==> src/sv/srd_pkg.sv <==
// ----------------------------------------------------------------------------
// srd_pkg: shared types and constants for the sprite RLE decoder
// Decode phases, run kinds, command byte codes and the result record.
// ----------------------------------------------------------------------------
package srd_pkg;

   typedef enum logic [2:0] {
      PH_NORMAL     = 3'd0,
      PH_LITERAL    = 3'd1,
      PH_SHADOW_N   = 3'd2,
      PH_SHADOW_CNT = 3'd3,
      PH_FILL_CNT   = 3'd4,
      PH_FILL_COL   = 3'd5,
      PH_DONE       = 3'd6
   } phase_type;

   localparam logic [1:0] KIND_COLOR   = 2'd0;
   localparam logic [1:0] KIND_SHADOW  = 2'd1;
   localparam logic [1:0] KIND_END     = 2'd2;
   localparam logic [1:0] KIND_OVERRUN = 2'd3;

   localparam logic [7:0] CMD_EOL      = 8'h00;
   localparam logic [7:0] CMD_END      = 8'h80;
   localparam logic [7:0] CMD_SHADOW   = 8'hC0;
   localparam logic [7:0] CMD_FILL     = 8'hC1;
   localparam logic [7:0] MONO_COLOR   = 8'h01;

   localparam int COORD_W    = 16;
   localparam int QUEUE_DEPTH = 4;

   typedef struct packed {
      logic [COORD_W-1:0] run_x;
      logic [COORD_W-1:0] run_y;
      logic [7:0]         run_length;
      logic [1:0]         run_kind;
      logic [7:0]         color_index;
      logic               last;
   } result_type;

endpackage

==> src/sv/srd_if.sv <==
// ----------------------------------------------------------------------------
// srd_if: channel interfaces of the sprite RLE decoder
// Request (code bytes), response (runs) and register write channels.
// ----------------------------------------------------------------------------
interface srd_req_if;
   logic       valid;
   logic       ready;
   logic [7:0] code_byte;
   logic       final_byte;

   modport source (output valid, output code_byte, output final_byte, input ready);
   modport sink   (input valid, input code_byte, input final_byte, output ready);
endinterface

interface srd_rsp_if;
   logic        valid;
   logic        ready;
   logic [15:0] run_x;
   logic [15:0] run_y;
   logic [7:0]  run_length;
   logic [1:0]  run_kind;
   logic [7:0]  color_index;
   logic        last;

   modport source (output valid, output run_x, output run_y, output run_length,
                   output run_kind, output color_index, output last, input ready);
   modport sink   (input valid, input run_x, input run_y, input run_length,
                   input run_kind, input color_index, input last, output ready);
endinterface

interface srd_csr_if;
   logic valid;
   logic ready;
   logic mono_mode;

   modport source (output valid, output mono_mode, input ready);
   modport sink   (input valid, input mono_mode, output ready);
endinterface

==> src/sv/sprite_rle_decoder_core.sv <==
// ----------------------------------------------------------------------------
// sprite_rle_decoder_core: run-length sprite data decoder
// Decodes one code byte per transfer into pixel runs, end and overrun marks.
// ----------------------------------------------------------------------------
// A byte's results are written into the result queue and offered on rsp from there.
// Throughput: one byte per cycle while req is ready; a byte with two results (run
// then overrun) pushes both into the queue. A 4-entry result queue sits between
// the sides and req is ready while at least two entries are free.
// Reset: synchronous, active high; clears phase, counts, position, mode, queue.
// ----------------------------------------------------------------------------
module sprite_rle_decoder_core #(
   parameter int COORD_BITS = 16
) (
   input  logic         clock,
   input  logic         reset,
   srd_req_if.sink      req_ch,
   srd_rsp_if.source    rsp_ch,
   srd_csr_if.sink      csr_ch
);
   import srd_pkg::*;

   localparam int PTR_W = $clog2(QUEUE_DEPTH);
   localparam int CNT_W = $clog2(QUEUE_DEPTH + 1);

   // decode state
   phase_type             phase_ff, phase_in;
   logic [7:0]            count_left_ff, count_left_in;
   logic [7:0]            pending_ff, pending_in;
   logic [COORD_BITS-1:0] pos_x_ff, pos_x_in;
   logic [COORD_BITS-1:0] pos_y_ff, pos_y_in;
   logic                  mono_ff;

   // result queue
   result_type            queue_ff [QUEUE_DEPTH];
   logic [PTR_W-1:0]      wr_ptr_ff, rd_ptr_ff;
   logic [CNT_W-1:0]      fill_ff, fill_in;

   logic       req_xfer, rsp_xfer;
   logic [7:0] b;
   logic       fin;

   logic                  run_valid;
   logic [7:0]            run_len;
   logic [1:0]            run_kind;
   logic [7:0]            run_col;
   logic                  end_valid;
   logic                  ovr_valid;
   logic [COORD_BITS-1:0] run_pos_x, mark_pos_x, mark_pos_y;
   logic [COORD_BITS-1:0] adv_x;

   result_type res0, res1;
   logic [1:0] push_cnt;

   assign b        = req_ch.code_byte;
   assign fin      = req_ch.final_byte;
   assign req_xfer = req_ch.valid && req_ch.ready;
   assign rsp_xfer = rsp_ch.valid && rsp_ch.ready;
   assign req_ch.ready = fill_ff <= CNT_W'(QUEUE_DEPTH - 2);
   assign csr_ch.ready = 1'b1;

   // next state and the results one byte causes
   always_comb begin
      phase_in      = phase_ff;
      count_left_in = count_left_ff;
      pending_in    = pending_ff;
      pos_y_in      = pos_y_ff;
      run_valid     = 1'b0;
      run_len       = 8'd0;
      run_kind      = KIND_COLOR;
      run_col       = 8'd0;
      end_valid     = 1'b0;
      ovr_valid     = 1'b0;
      adv_x         = pos_x_ff;
      case (phase_ff)
         PH_NORMAL: begin
            if (b == CMD_EOL) begin
               pos_y_in = pos_y_ff + COORD_BITS'(1);
               adv_x    = '0;
            end else if (b < CMD_END) begin
               if (!mono_ff) begin
                  count_left_in = b;
                  phase_in      = PH_LITERAL;
               end else begin
                  run_valid = 1'b1;
                  run_len   = b;
                  run_col   = MONO_COLOR;
               end
            end else if (b == CMD_END) begin
               end_valid = 1'b1;
               phase_in  = PH_DONE;
            end else if (b < CMD_SHADOW || mono_ff) begin
               // skip (b - 0x80) pixels
               adv_x = pos_x_ff + COORD_BITS'(b[6:0]);
            end else if (b == CMD_SHADOW) begin
               phase_in = PH_SHADOW_N;
            end else if (b == CMD_FILL) begin
               phase_in = PH_FILL_CNT;
            end else begin
               pending_in = {2'b00, b[5:0]};
               phase_in   = PH_FILL_COL;
            end
         end
         PH_LITERAL: begin
            run_valid     = 1'b1;
            run_len       = 8'd1;
            run_col       = b;
            count_left_in = count_left_ff - 8'd1;
            if (count_left_in == 8'd0) phase_in = PH_NORMAL;
         end
         PH_SHADOW_N: begin
            if (b[1:0] != 2'd0) begin
               run_valid = 1'b1;
               run_len   = {6'd0, b[1:0]};
               run_kind  = KIND_SHADOW;
               phase_in  = PH_NORMAL;
            end else begin
               phase_in = PH_SHADOW_CNT;
            end
         end
         PH_SHADOW_CNT: begin
            run_valid = b != 8'd0;
            run_len   = b;
            run_kind  = KIND_SHADOW;
            phase_in  = PH_NORMAL;
         end
         PH_FILL_CNT: begin
            pending_in = b;
            phase_in   = PH_FILL_COL;
         end
         PH_FILL_COL: begin
            run_valid  = pending_ff != 8'd0;
            run_len    = pending_ff;
            run_col    = b;
            pending_in = 8'd0;
            phase_in   = PH_NORMAL;
         end
         PH_DONE: begin
         end
         default: begin
            phase_in = PH_NORMAL;
         end
      endcase

      run_pos_x = pos_x_ff;
      if (run_valid) adv_x = pos_x_ff + COORD_BITS'(run_len);

      // the end or overrun mark carries the position after this byte
      mark_pos_x = adv_x;
      mark_pos_y = pos_y_in;
      pos_x_in   = adv_x;

      if (fin && !end_valid && phase_ff != PH_DONE) ovr_valid = 1'b1;

      // every final byte closes the sprite
      if (fin) begin
         phase_in      = PH_NORMAL;
         count_left_in = 8'd0;
         pending_in    = 8'd0;
         pos_x_in      = '0;
         pos_y_in      = '0;
      end
   end

   // pack results: a run goes first, the closing mark after it
   always_comb begin
      result_type mark;
      mark.run_x       = COORD_W'(mark_pos_x);
      mark.run_y       = COORD_W'(mark_pos_y);
      mark.run_length  = 8'd0;
      mark.run_kind    = end_valid ? KIND_END : KIND_OVERRUN;
      mark.color_index = 8'd0;
      mark.last        = 1'b1;

      res0.run_x       = COORD_W'(run_pos_x);
      res0.run_y       = COORD_W'(pos_y_ff);
      res0.run_length  = run_len;
      res0.run_kind    = run_kind;
      res0.color_index = run_col;
      res0.last        = 1'b0;
      res1             = mark;
      if (!run_valid) res0 = mark;

      push_cnt = 2'(run_valid) + 2'(end_valid || ovr_valid);
      if (!req_xfer) push_cnt = 2'd0;
   end

   assign fill_in = fill_ff + CNT_W'(push_cnt) - CNT_W'(rsp_xfer);

   always_ff @(posedge clock) begin
      if (reset) begin
         phase_ff      <= PH_NORMAL;
         count_left_ff <= 8'd0;
         pending_ff    <= 8'd0;
         pos_x_ff      <= '0;
         pos_y_ff      <= '0;
         mono_ff       <= 1'b0;
         wr_ptr_ff     <= '0;
         rd_ptr_ff     <= '0;
         fill_ff       <= '0;
      end else begin
         if (csr_ch.valid) mono_ff <= csr_ch.mono_mode;
         if (req_xfer) begin
            phase_ff      <= phase_in;
            count_left_ff <= count_left_in;
            pending_ff    <= pending_in;
            pos_x_ff      <= pos_x_in;
            pos_y_ff      <= pos_y_in;
         end
         wr_ptr_ff <= wr_ptr_ff + PTR_W'(push_cnt);
         if (rsp_xfer) rd_ptr_ff <= rd_ptr_ff + PTR_W'(1);
         fill_ff <= fill_in;
      end
   end

   always_ff @(posedge clock) begin
      if (push_cnt != 2'd0) queue_ff[wr_ptr_ff] <= res0;
      if (push_cnt == 2'd2) queue_ff[wr_ptr_ff + PTR_W'(1)] <= res1;
   end

   assign rsp_ch.valid       = fill_ff != '0;
   assign rsp_ch.run_x       = queue_ff[rd_ptr_ff].run_x;
   assign rsp_ch.run_y       = queue_ff[rd_ptr_ff].run_y;
   assign rsp_ch.run_length  = queue_ff[rd_ptr_ff].run_length;
   assign rsp_ch.run_kind    = queue_ff[rd_ptr_ff].run_kind;
   assign rsp_ch.color_index = queue_ff[rd_ptr_ff].color_index;
   assign rsp_ch.last        = queue_ff[rd_ptr_ff].last;

   // queue never overfills
   a_fill_bound: assert property (@(posedge clock) disable iff (reset)
      fill_ff <= CNT_W'(QUEUE_DEPTH))
      else $error("result queue overfilled");

   // a final byte outside the post-end phase always leaves a result queued
   a_final_result: assert property (@(posedge clock) disable iff (reset)
      (req_xfer && req_ch.final_byte && phase_ff != PH_DONE) |=> rsp_ch.valid)
      else $error("final byte left no result");

   // a final byte always returns the decoder to its start state
   a_final_clears: assert property (@(posedge clock) disable iff (reset)
      (req_xfer && req_ch.final_byte) |=>
         (phase_ff == PH_NORMAL && pos_x_ff == '0 && pos_y_ff == '0))
      else $error("sprite state not cleared after final byte");

endmodule
==> src/flat_wrapper.sv <==
// flat-port wrapper written by rule: the top's interface ports become plain ports
module sprite_rle_decoder_core_flat import srd_pkg::*;
#(
   parameter int COORD_BITS = 16
)
  (clock, reset, req_ch_valid, req_ch_code_byte, req_ch_final_byte, req_ch_ready, rsp_ch_valid, rsp_ch_run_x, rsp_ch_run_y, rsp_ch_run_length, rsp_ch_run_kind, rsp_ch_color_index, rsp_ch_last, rsp_ch_ready, csr_ch_valid, csr_ch_mono_mode, csr_ch_ready);
  srd_req_if req_ch_i ();
  srd_rsp_if rsp_ch_i ();
  srd_csr_if csr_ch_i ();
  input  logic clock;
  input  logic reset;
  input wire logic [$bits(req_ch_i.valid)-1:0] req_ch_valid;
  input wire logic [$bits(req_ch_i.code_byte)-1:0] req_ch_code_byte;
  input wire logic [$bits(req_ch_i.final_byte)-1:0] req_ch_final_byte;
  output wire logic [$bits(req_ch_i.ready)-1:0] req_ch_ready;
  output wire logic [$bits(rsp_ch_i.valid)-1:0] rsp_ch_valid;
  output wire logic [$bits(rsp_ch_i.run_x)-1:0] rsp_ch_run_x;
  output wire logic [$bits(rsp_ch_i.run_y)-1:0] rsp_ch_run_y;
  output wire logic [$bits(rsp_ch_i.run_length)-1:0] rsp_ch_run_length;
  output wire logic [$bits(rsp_ch_i.run_kind)-1:0] rsp_ch_run_kind;
  output wire logic [$bits(rsp_ch_i.color_index)-1:0] rsp_ch_color_index;
  output wire logic [$bits(rsp_ch_i.last)-1:0] rsp_ch_last;
  input wire logic [$bits(rsp_ch_i.ready)-1:0] rsp_ch_ready;
  input wire logic [$bits(csr_ch_i.valid)-1:0] csr_ch_valid;
  input wire logic [$bits(csr_ch_i.mono_mode)-1:0] csr_ch_mono_mode;
  output wire logic [$bits(csr_ch_i.ready)-1:0] csr_ch_ready;
  assign req_ch_i.valid = req_ch_valid;
  assign req_ch_i.code_byte = req_ch_code_byte;
  assign req_ch_i.final_byte = req_ch_final_byte;
  assign req_ch_ready = req_ch_i.ready;
  assign rsp_ch_valid = rsp_ch_i.valid;
  assign rsp_ch_run_x = rsp_ch_i.run_x;
  assign rsp_ch_run_y = rsp_ch_i.run_y;
  assign rsp_ch_run_length = rsp_ch_i.run_length;
  assign rsp_ch_run_kind = rsp_ch_i.run_kind;
  assign rsp_ch_color_index = rsp_ch_i.color_index;
  assign rsp_ch_last = rsp_ch_i.last;
  assign rsp_ch_i.ready = rsp_ch_ready;
  assign csr_ch_i.valid = csr_ch_valid;
  assign csr_ch_i.mono_mode = csr_ch_mono_mode;
  assign csr_ch_ready = csr_ch_i.ready;
  sprite_rle_decoder_core #(.COORD_BITS(COORD_BITS)) u_core (.clock(clock), .reset(reset), .req_ch(req_ch_i), .rsp_ch(rsp_ch_i), .csr_ch(csr_ch_i));
endmodule
==> config.mk <==
export PLATFORM = sky130hd
export DESIGN_NAME = sprite_rle_decoder_core_flat
export DESIGN_NICKNAME = d
export VERILOG_FILES = /design/src/sv/srd_pkg.sv /design/src/sv/srd_if.sv /design/src/sv/sprite_rle_decoder_core.sv /design/src/flat_wrapper.sv
export SDC_FILE = /design/constraint.sdc
export NUM_CORES = 1
export LEC_CHECK = 0
export BUFFER_PORTS_ARGS = -buffer_cell sky130_fd_sc_hd__buf_2
export CAP_MARGIN = 15
export CORE_ASPECT_RATIO = 0.8
export CORE_MARGIN = 2
export CORE_UTILIZATION = 55
export CTS_CLUSTER_SIZE = 20
export DETAILED_ROUTE_END_ITERATION = 8
export PLACE_DENSITY_LB_ADDON = 0.12
export SYNTH_ARGS = -nofsm -noshare
export SYNTH_HDL_FRONTEND = slang
export SYNTH_SLANG_ARGS = --single-unit
==> constraint.sdc <==
create_clock -name clock -period 6 [get_ports clock]
set_clock_uncertainty 0.2 [all_clocks]
set_input_delay 0.9 -clock clock [delete_from_list [all_inputs] [get_ports clock]]
set_output_delay 0.9 -clock clock [all_outputs]
set_load 0.1 [all_outputs]
==> results.tsv <==
stage	metric	value	unit
run_status	outcome	complete, no violations	
clock_network	hold buffers post-CTS	0	
logic_synthesis	most area-consuming cells after synthesis	edfxtp_1 (30%), dfxtp_1 (20%), mux4_2 (8.6%)	
critical_path	crit path capture	u_core.queue_ff[3][48]	
grt	first-pass GRT wire length	56900	um
critical_path	crit-path leading delay family	simple AND/OR/NAND/NOR gates	
floorplan	Site Rows	50	
sta	Pins Over Slew Limit	0	
logic_synthesis	Syn Nets	1284	
critical_path	critical path capture point type	flop	
logic_synthesis	Yosys warning count	0	
floorplan	core box area	23400	um^2
layout	nets	1322	
clock_network	clk slew on worst S/H paths	0.06	ns
placed_design	I/O Buffers	67	
layout	Reg area	6550	um^2
routing	remaining antenna violation count after routing	0	
logic_synthesis	Avg Inst Size Synth	10.5	um^2
routing	DRC violation count after routing	0	
clock_network	Sink Count	261	
critical_path	r2r endpoint	u_core.queue_ff[3][48]	
critical_path	Worst path depth	17	
layout	Multi-input gate area	6070	um^2
placed_design	Placed Area	13700	um^2
grt	gr usage total	0.292	
logic_synthesis	largest area contributor in the netlist	edfxtp_1	
sta	final hold vios	0	
critical_path	crit-path cells	buf_2 > nor3_2 > nand2_1 > nand3b_1 > a21oi_1 > a22o_1 > nor2b_1 > ha_1 > o21a_1 > a2111oi_0 > buf_4 > nor3_1 > nor3_1 > buf_4 > nor4_4 > xnor2_1 > o32ai_1	
min_path	worst hold path startpoint	u_core.queue_ff[2][10]	
logic_synthesis	Top FF cell, synth	edfxtp_1	
clock_network	clock latency on the worst-skew pair	0.53	ns
placed_design	Placer Congestion	0.913	
placed_design	pre-CTS WS	0.640	ns
critical_path	CP startpoint kind	primary input	
sta	setup ws final	1.02	ns
floorplan	Initial Util	0.559	
critical_path	Setup CP Type	in2reg	
logic_synthesis	async set-or-reset flop fraction in the synthesized netlist	0	
critical_path	CP peak stage delay	0.59	ns
pwr	power per cell area	398	nW/um^2
logic_synthesis	sequential area share after synthesis	0.501	
sta	final cycle utilization of the critical path	0.830	
critical_path	CP required	6.04	ns
critical_path	Setup crit start	req_ch_code_byte[1]	
critical_path	WP buf/inv	3	
sta	Worst Tran Pin Value	1.16	ns
logic_synthesis	Post-synth EDFFs	132	
clock_network	Setup Fix Bufs, Post-CTS	0	
layout	# diodes	0	
sta	slew margin rel.	0.227	
critical_path	worst reg-to-reg setup slack	1.30	ns
pwr	VDD IR max	0.000232	V
sta	Total Neg Setup Slack	0	ns
clock_network	htree depth	1	
floorplan	die width	176	um
clock_network	CTS tree	done	
logic_synthesis	Post-Syn Area	13100	um^2
clock_network	total CTS buffers	27	
layout	P&R area growth vs syn	11.5	%
grt	initial antenna violation count	0	
layout	final instance area	14600	um^2
critical_path	arrival time worst endpoint	5.02	ns
critical_path	Crit Path Max Fanout	11	
routing	Vias/cell	6.47	
min_path	Worst Hold Class	reg2reg	
critical_path	Critical-path top delay cell	nor3_2	
flow_run	Max Cap Viol	0	
routing	routed vias	10400	
critical_path	worst r2r path cells	13	
floorplan	Die H	142	um
grt	number of global-route vias before repair	9914	
placed_design	DP HPWL	24300	um
clock_network	cts repair resizes	0	
logic_synthesis	synth unique cells	74	
routing	post-DR wirelength/cell	22.5	um
logic_synthesis	most numerous cell in the Yosys netlist	nor2_1	
floorplan	IO Count	69	
routing	Initial DRC Count	1104	
sta	Tmin final	4.98	ns
logic_synthesis	top cells by count, synth	nor2_1 (153), edfxtp_1 (132), dfxtp_1 (129)	
logic_synthesis	post-synth top area share	0.303	
pwr	leakage power	4.96	nW
grt	largest net degree at the start of global routing	59	
layout	fill count	1939	
routing	drt total wl	36200	um
layout	layout cell share with drive strength beyond 1	0.165	
routing	DRT Pass-1 Iters	5	
clock_network	Clock Path Buffers	3	
placed_design	Inst Count DP	1564	
floorplan	DIE AREA	25000	um^2
clock_network	CTS Root Cell	clkbuf_16	
layout	Finished Layout Cells	1613	
sta	Peak Freq	201	MHz
sta	# setup viols final	0	
sta	RSZ-0062 raised after global routing	false	
logic_synthesis	FF+latch count, synth	261	
critical_path	worst r2r src	u_core.phase_ff[1]	
logic_synthesis	Mapped Cells	1243	
grt	total gr overflow	0	
==> layer usage <==
metal | global-route usage | vias up | wire length [um]
met5 | 0 | - | 0
met4 | 0.0731 | 0 | 855
met3 | 0.0509 | 70 | 3160
met2 | 0.452 | 528 | 16200
met1 | 0.429 | 5064 | 16000
li1 | - | 4770 | -
==> cell usage in the layout (no fill, tap or decap), types with 16 or more instances in the layout <==
cell         n
o22ai_1     52
nor3_1      26
xor2_1      16
nor2_1     149
inv_1       29
dfxtp_1    127
ha_1        23
clkbuf_16   28
nand3_1     63
nor2b_1     17
mux4_2      50
a22o_1      41
nand2_1     72
a21oi_1     68
edfxtp_1   132
nand2b_1    17
buf_2       67
buf_4       26
o21ai_0     77
==> cell families after synthesis <==
group,count (synthesis),synth area share
AOI/OAI and AO/OA,329,0.165
xor gates and xnor gates,31,0.0208
adders and majority gates,26,0.0266
buffers and inverters,116,0.0351
DFF,261,0.501
muxes,66,0.0993
other,1,0.000287
and+or+nand+nor,413,0.152
==> per-stage QoR <==
step / hold slack [ns] / utilization / power [mW]
2_1_floorplan: 0.222 / - / 3.80
3_3_place_gp: 0.233 / 0.585 / 4.14
4_1_cts: 0.252 / 0.623 / 5.80
3_5_place_dp: 0.239 / 0.585 / 4.15
6_report: 0.249 / 0.623 / 5.79
5_1_grt: 0.282 / 0.623 / 5.99
==> worst register-to-register path, cell delays in order (launching register included) <==
cell	delay, ns
dfxtp_1	0.70
o21ai_0	0.24
o21ai_0	0.66
nor2b_1	0.32
ha_1	0.29
a211o_1	0.33
a2111oi_0	0.47
buf_4	0.21
nor3_1	0.06
nor3_1	0.19
buf_4	0.17
nor4_4	0.05
xnor2_1	0.37
o32ai_1	0.15
==> sequential cells by signal, indices dropped and copies added (netlist names), named ones only <==
register,cells
u_core.queue_ff,200
u_core.fill_ff,3
u_core.wr_ptr_ff,2
u_core.rd_ptr_ff,2
u_core.pos_x_ff,16
u_core.pending_ff,8
u_core.mono_ff,1
u_core.pos_y_ff,16
u_core.phase_ff,3
u_core.count_left_ff,8
==> how the worst min path moves through the flow <==
stage,end,slack [ns],depth (start not counted)
6_report,u_core.queue_ff[2][10],0.25,2
5_1_grt,u_core.queue_ff[2][10],0.28,2
4_1_cts,u_core.queue_ff[2][10],0.25,2
3_5_place_dp,u_core.queue_ff[3][10],0.24,2
3_3_place_gp,u_core.queue_ff[2][10],0.23,2
2_1_floorplan,u_core.queue_ff[1][10],0.22,2
==> report_power, final <==
part | switching, mW | internal [mW] | leakage (nW) | total [mW]
sequential | 0.176 | 2.02 | 2.20 | 2.19
clock | 0.707 | 0.964 | 0.434 | 1.67
combinational | 1.46 | 0.468 | 2.32 | 1.93
==> cell type report <==
cell class | count | share of cell area
inverters | 31 | 0.00799
clock buffers | 32 | 0.0505
flip-flops and latches | 261 | 0.450
well taps | 312 | 0.0268
multi-input cells | 866 | 0.417
repair buffers | 94 | 0.0378
clock inverters | 17 | 0.0101
(Power assumes the default switching activity.)
